## src/hw/rtl/glyph_address_lookup_core_defines.svh

```systemverilog
// ----------------------------------------------------------------------------
// Glyph address lookup assertion macros
// Concurrent assertion forms used by the lookup controller module.
// ----------------------------------------------------------------------------
`ifndef GLYPH_ADDRESS_LOOKUP_CORE_DEFINES_SVH
`define GLYPH_ADDRESS_LOOKUP_CORE_DEFINES_SVH

// The consequent holds in the same cycle as the antecedent.
`define GAL_ASSERT_HOLDS(label, clk, rst, ante, cons, msg) \
   label: assert property (@(posedge clk) disable iff (rst) (ante) |-> (cons)) \
      else $error(msg);

// The consequent holds in the cycle after the antecedent.
`define GAL_ASSERT_NEXT(label, clk, rst, ante, cons, msg) \
   label: assert property (@(posedge clk) disable iff (rst) (ante) |=> (cons)) \
      else $error(msg);

`endif

```

## src/hw/rtl/gal_ram.sv

```systemverilog
// ----------------------------------------------------------------------------
// Glyph address lookup RAM
// Simple dual-port synchronous RAM with one write port and a registered read.
// ----------------------------------------------------------------------------
module gal_ram #(
   parameter int WIDTH = 16,
   parameter int DEPTH = 256
) (
   input  logic                       clock,
   input  logic                       wr_en,
   input  logic [$clog2(DEPTH)-1:0]   wr_addr,
   input  logic [WIDTH-1:0]           wr_data,
   input  logic [$clog2(DEPTH)-1:0]   rd_addr,
   output logic [WIDTH-1:0]           rd_data
);

   logic [WIDTH-1:0] mem [DEPTH];
   logic [WIDTH-1:0] rd_data_ff;

   always_ff @(posedge clock) begin
      if (wr_en) begin
         mem[wr_addr] <= wr_data;
      end
   end

   always_ff @(posedge clock) begin
      rd_data_ff <= mem[rd_addr];
   end

   assign rd_data = rd_data_ff;

endmodule

```

## config.mk

```make
export PLATFORM = sky130hd
export DESIGN_NAME = gal_ram
export DESIGN_NICKNAME = d
export VERILOG_FILES = /design/src/hw/rtl/glyph_address_lookup_core_defines.svh /design/src/hw/rtl/gal_ram.sv
export SDC_FILE = /design/constraint.sdc
export NUM_CORES = 2
export LEC_CHECK = 0
export BUFFER_PORTS_ARGS = -buffer_cell sky130_fd_sc_hd__clkbuf_2
export CAP_MARGIN = 20
export CORE_MARGIN = 3
export CORE_UTILIZATION = 55
export DETAILED_ROUTE_END_ITERATION = 10
export PLACE_DENSITY = 0.7
export SYNTH_ARGS = -nofsm -noshare
export SYNTH_HDL_FRONTEND = slang
export SYNTH_SLANG_ARGS = --single-unit
```

## constraint.sdc

```tcl
create_clock -name clock -period 6.3 [get_ports clock]
set_clock_uncertainty 0.15 [all_clocks]
set_input_delay 0.63 -clock clock [delete_from_list [all_inputs] [get_ports clock]]
set_output_delay 0.63 -clock clock [all_outputs]
set_load 0.01 [all_outputs]
```

==> reports/results.ini <==
[detailed_routing]
vias=79609
vias_per_cell=6.698
drt_iter0_markers=11904
drtPass1Iterations=8
wire_per_inst_um=34.36
drt-total-wl_um=408400
drtAntennaViolNets=0
drc_errors=0

[clock_network]
root_buffer=clkbuf_16
clkTransAtPathRegs_ns=0.06
cts_sinks=4112
ctsResizeCount=0
cts_max_level=5
ctsHoldBuffers=7
cts_tree=done
max-clock-path-buffers=4
cts_made_buffers=404
clk_latency_ns=0.97
postCtsSetupRepairBufs=0

[floorplanning]
die-area_mm2=0.2951
chipHeight_um=543.2
rows=196
die_width_um=543.2
num_io_pins=50
start_util_pct=55.46
coreArea_mm2=0.2862

[finish]
drive_above_1_share_pct=24.33
design_area_mm2=0.1783
syn2layout_area_growth_pct=12.33
instances_no_fill=11886
utilization_pct=62.30
fillers=18810
fin_nets=7817

[grt]
grt_pass1_vias=78344
grt_pass1_wl_um=583000
antenna_found_initial=26
grt_start_max_net_pins=183
gr-total-overflow=0
grt.total_usage_pct=27.70

[pwr]
power_density_mw_per_mm2=317.7
switchingPower_uw=12160
switching_share_pct=21.46
p_leak_uw=0.05658
clockPowerShare_pct=41.7
p_comb_share_pct=4.9
finalPower_uw=56650
vdd_drop_max_uv=239.7
seq_power_share_pct=53.4
power.internal_uw=44490

[sta]
hold_violations=0
worstMarginPinSlew_ns=1.234
fmax_mhz=223.0
max-slew-margin-rel_pct=17.73
min_period_ns=4.485
rsz0062_at_grt=no
period_share_pct=71.19
setup_viol=0
drv_slew=0
tns_ns=0

[min_path]
hold_class=in -> reg

[place]
place.gp.congestion=0.9257
dp.cells=11124
io_buffers=49
dpl.hpwl_um=237800
dpl_cell_area_mm2=0.1651

[synth]
ys_seq_elements=4112
synth_most_common_cell=edfxtp_1
synthArstFlopShare_pct=0
synth.area.top_cells=edfxtp_1 (77%), mux4_2 (11%), mux2i_1 (3.6%)
synth_edf_count=4096
syn-num-nets=7394
yosysTopAreaCell=edfxtp_1
netlist_instances=7360
synth_area_per_cell_um2=21.56
synthesis.area_mm2=0.1587
yosysTopAreaCellShare_pct=77.50
ys_types=52
synthTopCellsByCount=edfxtp_1 (4096), mux4_2 (797), mux2i_1 (565)
ys_seq_area_share_pct=77.70
yosysWarnings=0
synth_flop_cell=edfxtp_1

[outcome]
status=finished, final reports clean

[flow_run]
drv_cap=0

[worst_setup_path]
cp_max_fo=76
critPathRequiredTime_ns=6.98
arrival_ns=5.17
start_kind=primary input
critical_path_class=in -> reg
end_kind=flip-flop

## critical path: stages
cell      delay [ns]
buf_8           0.48
nand2b_4        0.66
buf_4           0.49
o221ai_1        0.30
o32ai_1         0.14
a22oi_1         0.92
nand4_1         0.74
nor4_1          0.43
## cell usage in the layout (no fill, tap or decap), types with 12 or more instances in the layout
cell type,instances
clkinv_16,14
a221oi_1,28
nand4_1,26
edfxtp_1,4096
nor3_1,90
clkinv_1,99
o32ai_1,20
clkbuf_1,86
bufinv_16,33
clkinv_2,67
o31ai_1,16
o21ai_0,37
dfxtp_1,16
mux4_2,797
nor2_1,256
a21oi_1,175
nor2_2,47
mux2i_1,565
clkbuf_16,406
buf_4,355
clkbuf_2,28
clkbuf_8,12
buf_12,43
nand2_1,38
a22o_1,32
buf_8,29
a211oi_1,18
o221ai_1,252
nand3_1,26
nor4_1,16
mux2_2,88
o22ai_1,148
a22oi_1,43
## layer usage
metal  global-route usage (%)  vias up  wire (um)
li1                         -    32147          -
met1                    40.02    41921     154200
met2                    41.84     4780     190900
met3                    5.646      759      44410
met4                    11.57        2      18810
met5                        0        -         14
## power by group through the flow
stage	Clock, uW	Sequential [uW]	Combinational, uW
after floorplan	0	30800	1490
after global placement	0	30800	2690
after detailed placement	0	30800	2750
after CTS	23900	30200	2760
after global routing	25000	30200	2890
final	23600	30200	2770
## layout make-up
| type | count | area, um2 | area share [%] |
|---|---|---|---|
| Multi-Input combinational cell | 2792 | 32920 | 18.46 |
| Sequential cell | 4112 | 123300 | 69.17 |
| Inverter | 4 | 27.53 | 0.01544 |
| Clock inverter | 234 | 2390 | 1.340 |
| Antenna cell | 10 | 25.02 | 0.01404 |
| Timing Repair Buffer | 469 | 4272 | 2.396 |
| Clock buffer | 503 | 10630 | 5.964 |
| Tap cell | 3762 | 4707 | 2.640 |
## stage by stage
stage / setup WS (ns) / hold slack (ns)
after floorplan: 3.355 / 0.5789
after global placement: 1.233 / 0.8508
after detailed placement: 1.251 / 0.8693
after CTS: 2.112 / 0.01446
after global routing: 1.804 / 0.05691
final: 1.815 / 0.05003
## worst paths after layout
check / startpoint / endpoint / slack, ns / cells past startpoint
hold reg to reg: mem[194][11] / rd_data[11] / 0.88 / 6
setup reg to reg: mem[11][11] / rd_data[11] / 3.03 / 7
hold / removal: wr_data[5] / mem[127][5] / 0.05 / 1
setup / recovery: rd_addr[1] / rd_data[1] / 1.81 / 8
## flip-flops by register name (all words and copies together), names as in the netlist
signal   cells
rd_data     16
mem       4096
## logic make-up (layout without fill, tap and decap cells)
logic type / Yosys count / count (layout) / synth area share [%]
AO/OA/AOI/OAI: 786 / 786 / 3.537
flip-flops: 4112 / 4112 / 77.70
multiplexers: 1450 / 1450 / 15.50
buffers and inverters: 456 / 1210 / 1.693
other: 0 / 10 / 0
AND/OR/NAND/NOR: 556 / 556 / 1.574
Power figures use the tool's default switching activity.
