==> config.mk <==
export PLATFORM = sky130hd
export DESIGN_NAME = gal_ctrl
export DESIGN_NICKNAME = d
export VERILOG_FILES = /design/src/hw/rtl/gal_pkg.sv /design/src/hw/rtl/gal_ctrl.sv
export VERILOG_INCLUDE_DIRS = /design/src /design/src/hw/rtl
export SDC_FILE = /design/constraint.sdc
export NUM_CORES = 1
export LEC_CHECK = 0
export BUFFER_PORTS_ARGS = -buffer_cell sky130_fd_sc_hd__buf_4
export CORE_ASPECT_RATIO = 1.75
export CORE_MARGIN = 2
export CORE_UTILIZATION = 25
export CTS_BUF_LIST = sky130_fd_sc_hd__clkbuf_4 sky130_fd_sc_hd__clkbuf_8 sky130_fd_sc_hd__clkbuf_16
export DETAILED_ROUTE_END_ITERATION = 10
export PLACE_DENSITY = 0.55
export SLEW_MARGIN = 15
export SYNTH_ARGS = -nofsm -noshare
export SYNTH_HDL_FRONTEND = slang
export SYNTH_SLANG_ARGS = --single-unit
==> constraint.sdc <==
create_clock -name clock -period 5.55 [get_ports clock]
set_input_delay 1.11 -clock clock [delete_from_list [all_inputs] [get_ports clock]]
set_output_delay 1.11 -clock clock [all_outputs]
set_load 0.03 [all_outputs]
==> src/hw/rtl/glyph_address_lookup_core_defines.svh <==
// ----------------------------------------------------------------------------
// Glyph address lookup assertion macros
// Concurrent assertion forms used by the lookup controller module.
// ----------------------------------------------------------------------------
`ifndef GLYPH_ADDRESS_LOOKUP_CORE_DEFINES_SVH
`define GLYPH_ADDRESS_LOOKUP_CORE_DEFINES_SVH

// The consequent holds in the same cycle as the antecedent.
`define GAL_ASSERT_HOLDS(label, clk, rst, ante, cons, msg) \
   label: assert property (@(posedge clk) disable iff (rst) (ante) |-> (cons)) \
      else $error(msg);

// The consequent holds in the cycle after the antecedent.
`define GAL_ASSERT_NEXT(label, clk, rst, ante, cons, msg) \
   label: assert property (@(posedge clk) disable iff (rst) (ante) |=> (cons)) \
      else $error(msg);

`endif

==> src/hw/rtl/gal_pkg.sv <==
// ----------------------------------------------------------------------------
// Glyph address lookup package
// Sizes, codes and transaction types shared by the lookup core modules.
// ----------------------------------------------------------------------------
package gal_pkg;

   localparam int GLYPH_ENTRIES = 4096;
   localparam int GIDX_W        = $clog2(GLYPH_ENTRIES);

   localparam int DIR_DEPTH = 256;
   localparam int DIR_AW    = $clog2(DIR_DEPTH);
   localparam int BKT_DEPTH = 256;
   localparam int BKT_AW    = $clog2(BKT_DEPTH);

   localparam int CODE_W    = 16;
   localparam int OFFSET_W  = 32;
   localparam int DIR_WIDTH = 16;
   localparam int INDEX_W   = 12;
   localparam int FIRST_W   = 12;
   localparam int COUNT_W   = 13;
   localparam int SRCH_W    = $clog2((1 << FIRST_W) + (1 << COUNT_W));

   localparam logic [DIR_WIDTH-1:0] DIRECT_MISSING = 16'hffff;
   localparam logic [7:0]           DIRECT_LAST    = 8'hff;

   localparam int CSR_IDX_W  = 1;
   localparam int CSR_DATA_W = 32;
   localparam logic [CSR_IDX_W-1:0] CSR_LOOKUP_MODE = 1'b0;
   localparam logic [CSR_IDX_W-1:0] CSR_DATA_BASE   = 1'b1;

   typedef enum logic [1:0] {
      ACT_LOOKUP    = 2'd0,
      ACT_WR_DIRECT = 2'd1,
      ACT_WR_BUCKET = 2'd2,
      ACT_WR_GLYPH  = 2'd3
   } gal_action_type;

   typedef enum logic [1:0] {
      ST_IDLE   = 2'd0,
      ST_DIRECT = 2'd1,
      ST_BUCKET = 2'd2,
      ST_GLYPH  = 2'd3
   } gal_state_type;

   typedef struct packed {
      gal_action_type        action;
      logic [CODE_W-1:0]     char_code;
      logic [INDEX_W-1:0]    table_index;
      logic [OFFSET_W-1:0]   entry_offset;
      logic [FIRST_W-1:0]    bucket_first;
      logic [COUNT_W-1:0]    bucket_count;
   } gal_req_type;

   typedef struct packed {
      logic                  found;
      logic [OFFSET_W-1:0]   glyph_address;
   } gal_rsp_type;

   typedef struct packed {
      logic                  lookup_mode;
      logic [OFFSET_W-1:0]   data_base;
   } gal_cfg_type;

   typedef struct packed {
      logic [FIRST_W-1:0]    first;
      logic [COUNT_W-1:0]    count;
   } gal_bucket_type;

   typedef struct packed {
      logic [CODE_W-1:0]     code;
      logic [OFFSET_W-1:0]   offset;
   } gal_glyph_type;

   localparam int BKT_WIDTH = $bits(gal_bucket_type);
   localparam int GLY_WIDTH = $bits(gal_glyph_type);

   typedef struct packed {
      logic                  dir_we;
      logic [DIR_AW-1:0]     dir_waddr;
      logic [DIR_WIDTH-1:0]  dir_wdata;
      logic [DIR_AW-1:0]     dir_raddr;
      logic                  bkt_we;
      logic [BKT_AW-1:0]     bkt_waddr;
      gal_bucket_type        bkt_wdata;
      logic [BKT_AW-1:0]     bkt_raddr;
      logic                  gly_we;
      logic [GIDX_W-1:0]     gly_waddr;
      gal_glyph_type         gly_wdata;
      logic [GIDX_W-1:0]     gly_raddr;
   } gal_mem_cmd_type;

endpackage

==> src/hw/rtl/gal_ctrl.sv <==
// ----------------------------------------------------------------------------
// Glyph address lookup controller
// Decodes transactions, drives the table memories and walks bucket entries.
// ----------------------------------------------------------------------------
`include "glyph_address_lookup_core_defines.svh"

module gal_ctrl (
   input  logic                            clock,
   input  logic                            reset,
   input  logic                            start,
   output logic                            busy,
   input  gal_pkg::gal_req_type            req,
   input  gal_pkg::gal_cfg_type            cfg,
   output gal_pkg::gal_mem_cmd_type        mem_cmd,
   input  logic [gal_pkg::DIR_WIDTH-1:0]   dir_rdata,
   input  logic [gal_pkg::BKT_WIDTH-1:0]   bkt_rdata,
   input  logic [gal_pkg::GLY_WIDTH-1:0]   gly_rdata,
   output logic                            rsp_strobe,
   output gal_pkg::gal_rsp_type            rsp
);
   import gal_pkg::*;

   gal_state_type        state_ff, state_in;
   logic [CODE_W-1:0]    code_ff, code_in;
   logic [SRCH_W-1:0]    srch_idx_ff, srch_idx_in;
   logic [COUNT_W-1:0]   remain_ff, remain_in;
   logic                 rsp_strobe_ff, rsp_strobe_in;
   gal_rsp_type          rsp_ff, rsp_in;

   logic                 accept;
   logic                 lookup_accept;
   gal_bucket_type       bkt_entry;
   gal_glyph_type        gly_entry;
   logic                 past_end;
   logic                 zero_entry;
   logic                 code_match;
   logic                 glyph_done;
   logic                 glyph_hit;
   logic                 res_found;
   logic [OFFSET_W-1:0]  res_offset;

   assign busy          = (state_ff != ST_IDLE);
   assign accept        = start && !busy;
   assign lookup_accept = accept && (req.action == ACT_LOOKUP);

   assign bkt_entry = gal_bucket_type'(bkt_rdata);
   assign gly_entry = gal_glyph_type'(gly_rdata);

   assign past_end   = 32'(srch_idx_ff) >= 32'(GLYPH_ENTRIES);
   assign zero_entry = (gly_entry.code == '0) && (gly_entry.offset == '0);
   assign code_match = (gly_entry.code == code_ff);
   assign glyph_done = past_end || zero_entry || code_match || (remain_ff == COUNT_W'(1));
   assign glyph_hit  = !past_end && !zero_entry && code_match;

   always_comb begin
      mem_cmd           = '0;
      mem_cmd.dir_we    = accept && (req.action == ACT_WR_DIRECT) &&
                          (32'(req.table_index) < 32'(DIR_DEPTH));
      mem_cmd.dir_waddr = DIR_AW'(req.table_index);
      mem_cmd.dir_wdata = req.entry_offset[DIR_WIDTH-1:0];
      mem_cmd.dir_raddr = req.char_code[DIR_AW-1:0];
      mem_cmd.bkt_we    = accept && (req.action == ACT_WR_BUCKET) &&
                          (32'(req.table_index) < 32'(BKT_DEPTH));
      mem_cmd.bkt_waddr = BKT_AW'(req.table_index);
      mem_cmd.bkt_wdata.first = req.bucket_first;
      mem_cmd.bkt_wdata.count = req.bucket_count;
      mem_cmd.bkt_raddr = req.char_code[CODE_W-1 -: BKT_AW];
      mem_cmd.gly_we    = accept && (req.action == ACT_WR_GLYPH) &&
                          (32'(req.table_index) < 32'(GLYPH_ENTRIES));
      mem_cmd.gly_waddr = GIDX_W'(req.table_index);
      mem_cmd.gly_wdata.code   = req.char_code;
      mem_cmd.gly_wdata.offset = req.entry_offset;
      if (state_ff == ST_BUCKET) begin
         mem_cmd.gly_raddr = GIDX_W'(bkt_entry.first);
      end else begin
         mem_cmd.gly_raddr = GIDX_W'(srch_idx_ff + SRCH_W'(1));
      end
   end

   always_comb begin
      state_in = state_ff;
      case (state_ff)
         ST_IDLE: begin
            if (lookup_accept) begin
               state_in = cfg.lookup_mode ? ST_BUCKET : ST_DIRECT;
            end
         end
         ST_DIRECT: begin
            state_in = ST_IDLE;
         end
         ST_BUCKET: begin
            state_in = (bkt_entry.count == '0) ? ST_IDLE : ST_GLYPH;
         end
         ST_GLYPH: begin
            if (glyph_done) begin
               state_in = ST_IDLE;
            end
         end
         default: begin
            state_in = ST_IDLE;
         end
      endcase
   end

   always_comb begin
      code_in     = lookup_accept ? req.char_code : code_ff;
      srch_idx_in = srch_idx_ff;
      remain_in   = remain_ff;
      case (state_ff)
         ST_BUCKET: begin
            srch_idx_in = SRCH_W'(bkt_entry.first);
            remain_in   = bkt_entry.count;
         end
         ST_GLYPH: begin
            srch_idx_in = srch_idx_ff + SRCH_W'(1);
            remain_in   = remain_ff - COUNT_W'(1);
         end
         default: begin
            srch_idx_in = srch_idx_ff;
            remain_in   = remain_ff;
         end
      endcase
   end

   always_comb begin
      rsp_strobe_in = 1'b0;
      res_found     = 1'b0;
      res_offset    = '0;
      case (state_ff)
         ST_DIRECT: begin
            rsp_strobe_in = 1'b1;
            res_found     = (code_ff <= CODE_W'(DIRECT_LAST)) && (dir_rdata != DIRECT_MISSING);
            res_offset    = OFFSET_W'(dir_rdata);
         end
         ST_BUCKET: begin
            rsp_strobe_in = (bkt_entry.count == '0);
         end
         ST_GLYPH: begin
            rsp_strobe_in = glyph_done;
            res_found     = glyph_hit;
            res_offset    = gly_entry.offset;
         end
         default: begin
            rsp_strobe_in = 1'b0;
         end
      endcase
      rsp_in.found         = res_found;
      rsp_in.glyph_address = res_found ? (cfg.data_base + res_offset) : '0;
   end

   always_ff @(posedge clock) begin
      if (reset) begin
         state_ff      <= ST_IDLE;
         rsp_strobe_ff <= 1'b0;
      end else begin
         state_ff      <= state_in;
         rsp_strobe_ff <= rsp_strobe_in;
      end
   end

   always_ff @(posedge clock) begin
      code_ff     <= code_in;
      srch_idx_ff <= srch_idx_in;
      remain_ff   <= remain_in;
      rsp_ff      <= rsp_in;
   end

   assign rsp_strobe = rsp_strobe_ff;
   assign rsp        = rsp_ff;

   `GAL_ASSERT_HOLDS(a_rsp_in_idle, clock, reset, rsp_strobe_ff, state_ff == ST_IDLE, "result outside idle")
   `GAL_ASSERT_NEXT(a_write_no_rsp, clock, reset, accept && !lookup_accept, !rsp_strobe_ff, "write gave a result")
   `GAL_ASSERT_NEXT(a_lookup_busy, clock, reset, lookup_accept, state_ff != ST_IDLE, "lookup not started")
   `GAL_ASSERT_HOLDS(a_search_count, clock, reset, state_ff == ST_GLYPH, remain_ff != '0, "empty search step")

endmodule

==> results by group, run 1 <==
Outcome
  • Status: finished, final reports clean

Logic synthesis
  • Post-synth EDFFs: 43
  • Ys Warns: 0
  • Ys async rst share: 0%
  • Avg Inst Size Synth: 8.40 sq um
  • Top FF cell, synth: edfxtp_1
  • Seq/Total Area, Yosys: 29.4%
  • Synth Register Bits: 79
  • Post-Syn Area: 6850 sq um
  • Library cells used by synthesis: 63
  • Mapped Nets: 1063
  • Syn Inst Count: 816

Setup path
  • Crit path DAT: 2.62 ns
  • Max FO, Critical Path: 33
  • Required time at the worst-slack endpoint: 4.44 ns
  • Kind of critical path: register to output pin
  • CP Launch Type: register
  • Worst r2r path cells: 10
  • Critical path endpoint category: output pin

Clock tree
  • Clk sinks: 79
  • Total CTS buffers: 9
  • Worst skew pair latency: 0.36 ns
  • Reg clk slew, reported paths: 0.06 ns
  • Setup bufs post-CTS: 0
  • Maximum buffer depth of the clock tree: 2
  • H-tree depth: 3
  • Post-CTS Hold Buffers: 0
  • Post-cts sizing count: 0
  • CTS tree: yes
  • Clock root cell: clkbuf_16

Timing
  • Final Hold Viols: 0
  • Slew Limit Fails: 0
  • RSZ-0062 raised after global routing: false
  • Final min period: 3.73 ns
  • Sum of negative setup slack: 0 ns
  • Final Setup Violations: 0
  • Max Clk Rate: 268 MHz
  • Least-Margin Pin Slew: 0.893 ns
  • Slew headroom: 40.5%
  • Tcrit/Tclk final: 67.2%
  • Clock Skew: 0.00838 ns
  • Final hold slack: 0.626 ns

Floorplanning
  • Die H: 223 microns
  • Row count: 80
  • Die width: 129 microns
  • Core outline area: 27100 sq um
  • Initial Utilization: 25.3%
  • Num ports: 395
  • DIE AREA: 28800 sq um

Global routing
  • Global-route usage over all layers: 17.2%
  • Total congestion overflow: 0
  • Pin count of the biggest net entering global routing: 52
  • First-pass GRT wire length: 36400 microns
  • Initial antenna violation count: 0
  • Vias in the first global route: 6240

Run
  • Max cap viols: 0

Worst hold path
  • Hold depth: 2
  • HP Class: register to register

Power
  • LEAKAGE: 3.52 nW
  • Internal power: 0.00109 W
  • Clk pwr share: 38.8%
  • P_sw: 0.000433 W
  • Flop pwr share: 41.6%
  • Power per cell area: 184 nW/um^2
  • Comb pwr share: 19.6%
  • Net Sw Frac: 28.5%
  • Maximum VDD drop: 0.140 mV

Detailed routing
  • Iteration-0 DRC Markers: 386
  • Total wire length: 25400 microns
  • ANT nets after route: 0
  • Vias per cell: 4.89
  • DR pass1 iterations: 5
  • Routed vias: 6228
  • Post-DR wirelength/cell: 20.0 microns
  • Drc violations: 0

Placement
  • Routability congestion estimate: 0.856
  • IO buf count: 232
  • Placed insts: 1258
  • DP HPWL: 21000 microns

Layout
  • Fin nets: 1147
  • Share of layout cells above drive strength 1: 29.5%
  • Synth-to-Final Area Change: 20.4%
  • Non-Filler Instances: 1274
  • Diodes inserted: 0
-- state kept, by name, indices dropped and copies added (netlist names) --
| name | flops |
|---|---|
| state_ff | 2 |
| remain_ff | 13 |
| rsp | 33 |
| rsp_strobe | 1 |
| srch_idx_ff | 14 |
| code_ff | 16 |
-- Yosys cell counts, drive strengths merged, types with 22 or more instances --
cell	number	area share, %
a21oi	55	4.2
and3	25	2.3
buf	141	15
clkbuf	22	1.2
dfxtp	36	11
edfxtp	43	19
ha	34	6.2
nand2	65	3.6
nor2	56	3.1
nor3	27	2.0
nor4	26	2.4
o21ai	48	3.5
xor2	32	4.1
-- layer usage --
metal / part of all wire [%] / wire [microns] / global-route usage [%] / vias up
met4: 6.1 / 1550 / 11.3 / 0
met1: 35 / 8840 / 17.1 / 2924
met3: 4.9 / 1260 / 2.76 / 119
met5: 0 / 0 / 0 / -
met2: 54 / 13800 / 31.9 / 208
li1: - / - / - / 2977
-- placed cells by master, fill, tap and decap left out, types with 10 or more instances in the layout --
cell type / netlist / final
xnor2_1: 20 / 20
o21ai_0: 41 / 41
inv_1: 15 / 15
nand2_1: 65 / 65
nor2_1: 56 / 56
ha_1: 34 / 34
a21o_1: 10 / 10
nand3_1: 14 / 14
edfxtp_1: 43 / 43
nor2b_1: 19 / 19
mux2i_1: 17 / 17
buf_4: 134 / 236
dfxtp_1: 36 / 35
xor2_1: 32 / 32
a21oi_1: 53 / 53
and3_1: 25 / 25
nand4_1: 17 / 17
nor4_1: 26 / 26
nor3_1: 26 / 26
-- power by group through the flow --
stage / logic [W] / registers (W) / clock network [W]
3_3_place_gp: 0.000297 / 0.000645 / 0
3_5_place_dp: 0.000298 / 0.000645 / 0
6_report: 0.000297 / 0.000632 / 0.000590
4_1_cts: 0.000300 / 0.000632 / 0.000616
2_1_floorplan: 0.000289 / 0.000642 / 0
5_1_grt: 0.000320 / 0.000633 / 0.000628
-- metrics by stage --
stage                     instance area (sq um)  utilization (%)  power [W]  setup slack (ns)
after floorplan                            6850                -   0.000930              2.23
after global placement                     7960             29.4   0.000941              1.78
after detailed placement                   7960             29.4   0.000943              1.80
after CTS                                  8250             30.4    0.00155              1.76
after global routing                       8250             30.4    0.00158              1.64
final                                      8250             30.4    0.00152              1.82
-- area by class of cell --
cell class	instances	area, sq um
Fill cell	2935	18900
Multi-Input combinational cell	559	3660
Sequential cell	79	2010
Timing Repair Buffer	236	1770
Tap cell	369	462
Clock buffer	11	246
Inverter	15	56.3
Clock inverter	5	40.0
-- cells by family after synthesis --
| kind of cell | after synthesis | share of synthesized area, % |
|---|---|---|
| AOI/OAI and AO/OA | 175 | 16.7 |
| DFF | 79 | 29.4 |
| and+or+nand+nor | 278 | 20.8 |
| muxes | 19 | 2.81 |
| buffers and inverters | 178 | 17.2 |
| xor gates and xnor gates | 52 | 6.65 |
| adders and majority gates | 35 | 6.50 |
-- worst paths after layout --
path,startpoint,end,slack [ns]
worst max register to register,state_ff[1],rsp[24],1.97
worst min register to register,srch_idx_ff[13],srch_idx_ff[13],0.63
worst min-delay path,srch_idx_ff[13],srch_idx_ff[13],0.63
worst max-delay path,state_ff[1],mem_cmd[1],1.82
-- worst max-delay path, stage by stage (launching register included) --
cell      delay (ns)
dfxtp_2         0.91
nand2b_1        0.69
mux2_2          0.48
buf_4           0.17
Power figures use the tool's default switching activity.
==> inputs of run 2 (changes only) <==
Settings changed: PLACE_DENSITY 0.55 to 0.56.
Clock period 5.55 ns to 3.3 ns, I/O delays scaled along.
==> results by group, run 2 (synthesis gave the netlist of run 1 again) <==
Clock tree
  • Worst skew pair latency: 0.36 ns
  • Reg clk slew, reported paths: 0.07 ns
  • H-tree depth: 3
  • Total CTS buffers: 9
  • Maximum buffer depth of the clock tree: 2
  • Clock root cell: clkbuf_16
  • Setup bufs post-CTS: 0
  • Post-CTS Hold Buffers: 0
  • Post-cts sizing count: 0
  • Clk sinks: 79
  • CTS tree: yes

Global routing
  • Global-route usage over all layers: 17.4%
  • Initial antenna violation count: 0
  • Total congestion overflow: 0
  • Pin count of the biggest net entering global routing: 52
  • Vias in the first global route: 6314
  • First-pass GRT wire length: 37100 microns

Timing
  • Slew Limit Fails: 0
  • RSZ-0062 raised after global routing: false
  • Max Clk Rate: 323 MHz
  • Tcrit/Tclk final: 93.8%
  • Final Setup Violations: 0
  • Final Hold Viols: 0
  • Sum of negative setup slack: 0 ns
  • Slew headroom: 58.8%
  • Final min period: 3.10 ns
  • Final hold slack: 0.471 ns
  • Clock Skew: 0.00755 ns
  • Least-Margin Pin Slew: 0.612 ns

Placement
  • Placed cell area: 8140 sq um
  • IO buf count: 232
  • Routability congestion estimate: 0.914
  • DP HPWL: 21100 microns
  • Placed insts: 1276

Floorplanning
  • Initial Utilization: 25.3%
  • Die H: 223 microns
  • Row count: 80
  • Num ports: 395
  • Core outline area: 27100 sq um
  • Die width: 129 microns
  • DIE AREA: 28800 sq um

Setup path
  • CP Launch Type: register
  • Crit path depth: 10
  • Worst R2R Start: state_ff[1]
  • Setup slack, reg-to-reg: 0.20 ns
  • Crit path DAT: 3.34 ns
  • Crit path cell chain: buf_12 > mux2i_1 > nor2b_1 > ha_1 > o21a_2 > o211ai_1 > o21a_4 > a31oi_2 > or3b_1 > a31oi_1
  • Worst r2r dst: rsp[23]
  • CP Buf/Inv Count: 1
  • Required time at the worst-slack endpoint: 3.55 ns
  • Max incr delay on CP: 0.45 ns
  • Kind of critical path: register to register
  • Slowest-stage cell, CP: dfxtp_2
  • Critical path endpoint category: register
  • Worst r2r path cells: 10
  • Max FO, Critical Path: 26
  • Crit-path leading delay family: compound AO/OA/AOI/OAI gates

Detailed routing
  • Total wire length: 25500 microns
  • ANT nets after route: 0
  • DR pass1 iterations: 4
  • Drc violations: 0
  • Post-DR wirelength/cell: 19.7 microns
  • Iteration-0 DRC Markers: 337
  • Vias per cell: 4.82
  • Routed vias: 6226

Layout
  • Share of layout cells above drive strength 1: 30.9%
  • Commonest non-fill, non-tap cell in the layout: buf_4
  • Commonest cells after routing, fill and taps aside: buf_4, nand2_1, nor2_1
  • Final core area utilization: 31.1%
  • Non-Filler Instances: 1292
  • Max reg flops: 33
  • Post-Layout Inst Area: 8430 sq um
  • Fin nets: 1165
  • Diodes inserted: 0
  • Synth-to-Final Area Change: 23.0%

Worst hold path
  • Worst hold endpoint: state_ff[1]
  • HP Class: primary input to register
  • Worst Hold Launch: reset
  • Hold depth: 2

Outcome
  • Status: finished, final reports clean

Power
  • Maximum VDD drop: 0.237 mV
  • LEAKAGE: 3.62 nW
  • Power per cell area: 308 nW/um^2

Run
  • Max cap viols: 0
==> run 2: changes by cell type in the layout (fill, tap and decap cells not counted), sizes merged <==
cell	change
buf	+18
clkinvlp	+1
clkinv	-1
==> run 2: final cells by class <==
type	instances	area (sq um)
sequential	79	2010
fill	2893	18700
clock buffer	11	253
inverter	15	56.3
multi-input combinational	559	3660
tap	369	462
clock inverter	5	38.8
timing repair buffer	254	1940
==> run 2: worst max-delay path by stage <==
stage / slack (ns) / end / start
CTS: 0.24 / rsp[23] / state_ff[1]
finish: 0.20 / rsp[23] / state_ff[1]
detailed placement: 0.03 / rsp[23] / gly_rdata[1]
global route: 0.05 / rsp[30] / state_ff[1]
global placement: 0.07 / rsp[23] / gly_rdata[1]
floorplan: 0.30 / rsp[10] / state_ff[1]
==> run 2: worst reg2reg max path: stages, from the launching register on <==
cell,delay (ns)
dfxtp_2,0.45
buf_12,0.22
mux2i_1,0.23
nor2b_1,0.08
ha_1,0.33
o21a_2,0.25
o211ai_1,0.24
o21a_4,0.21
a31oi_2,0.23
or3b_1,0.44
a31oi_1,0.30
==> run 2: metrics by stage <==
step                setup slack [ns]  power (W)
detailed placement            0.0287    0.00160
finish                         0.203    0.00259
global route                  0.0527    0.00271
global placement              0.0668    0.00160
CTS                            0.235    0.00263
floorplan                      0.296    0.00156
==> run 2: routing by layer <==
metal	up-vias	share of wire, %	wire (microns)	track usage [%]
li1	3012	-	-	-
met1	2906	35	9020	17.4
met2	219	55	13900	32.7
met3	89	5.1	1290	3.41
met4	0	4.9	1250	9.96
met5	-	0	0	0
==> run 2: power breakdown <==
group	total (W)	switching, W	internal [W]
Clock	0.00101	0.000457	0.000556
Combinational	0.000518	0.000279	0.000240
Sequential	0.00106	0.00000930	0.00105
Total	0.00259	0.000745	0.00185
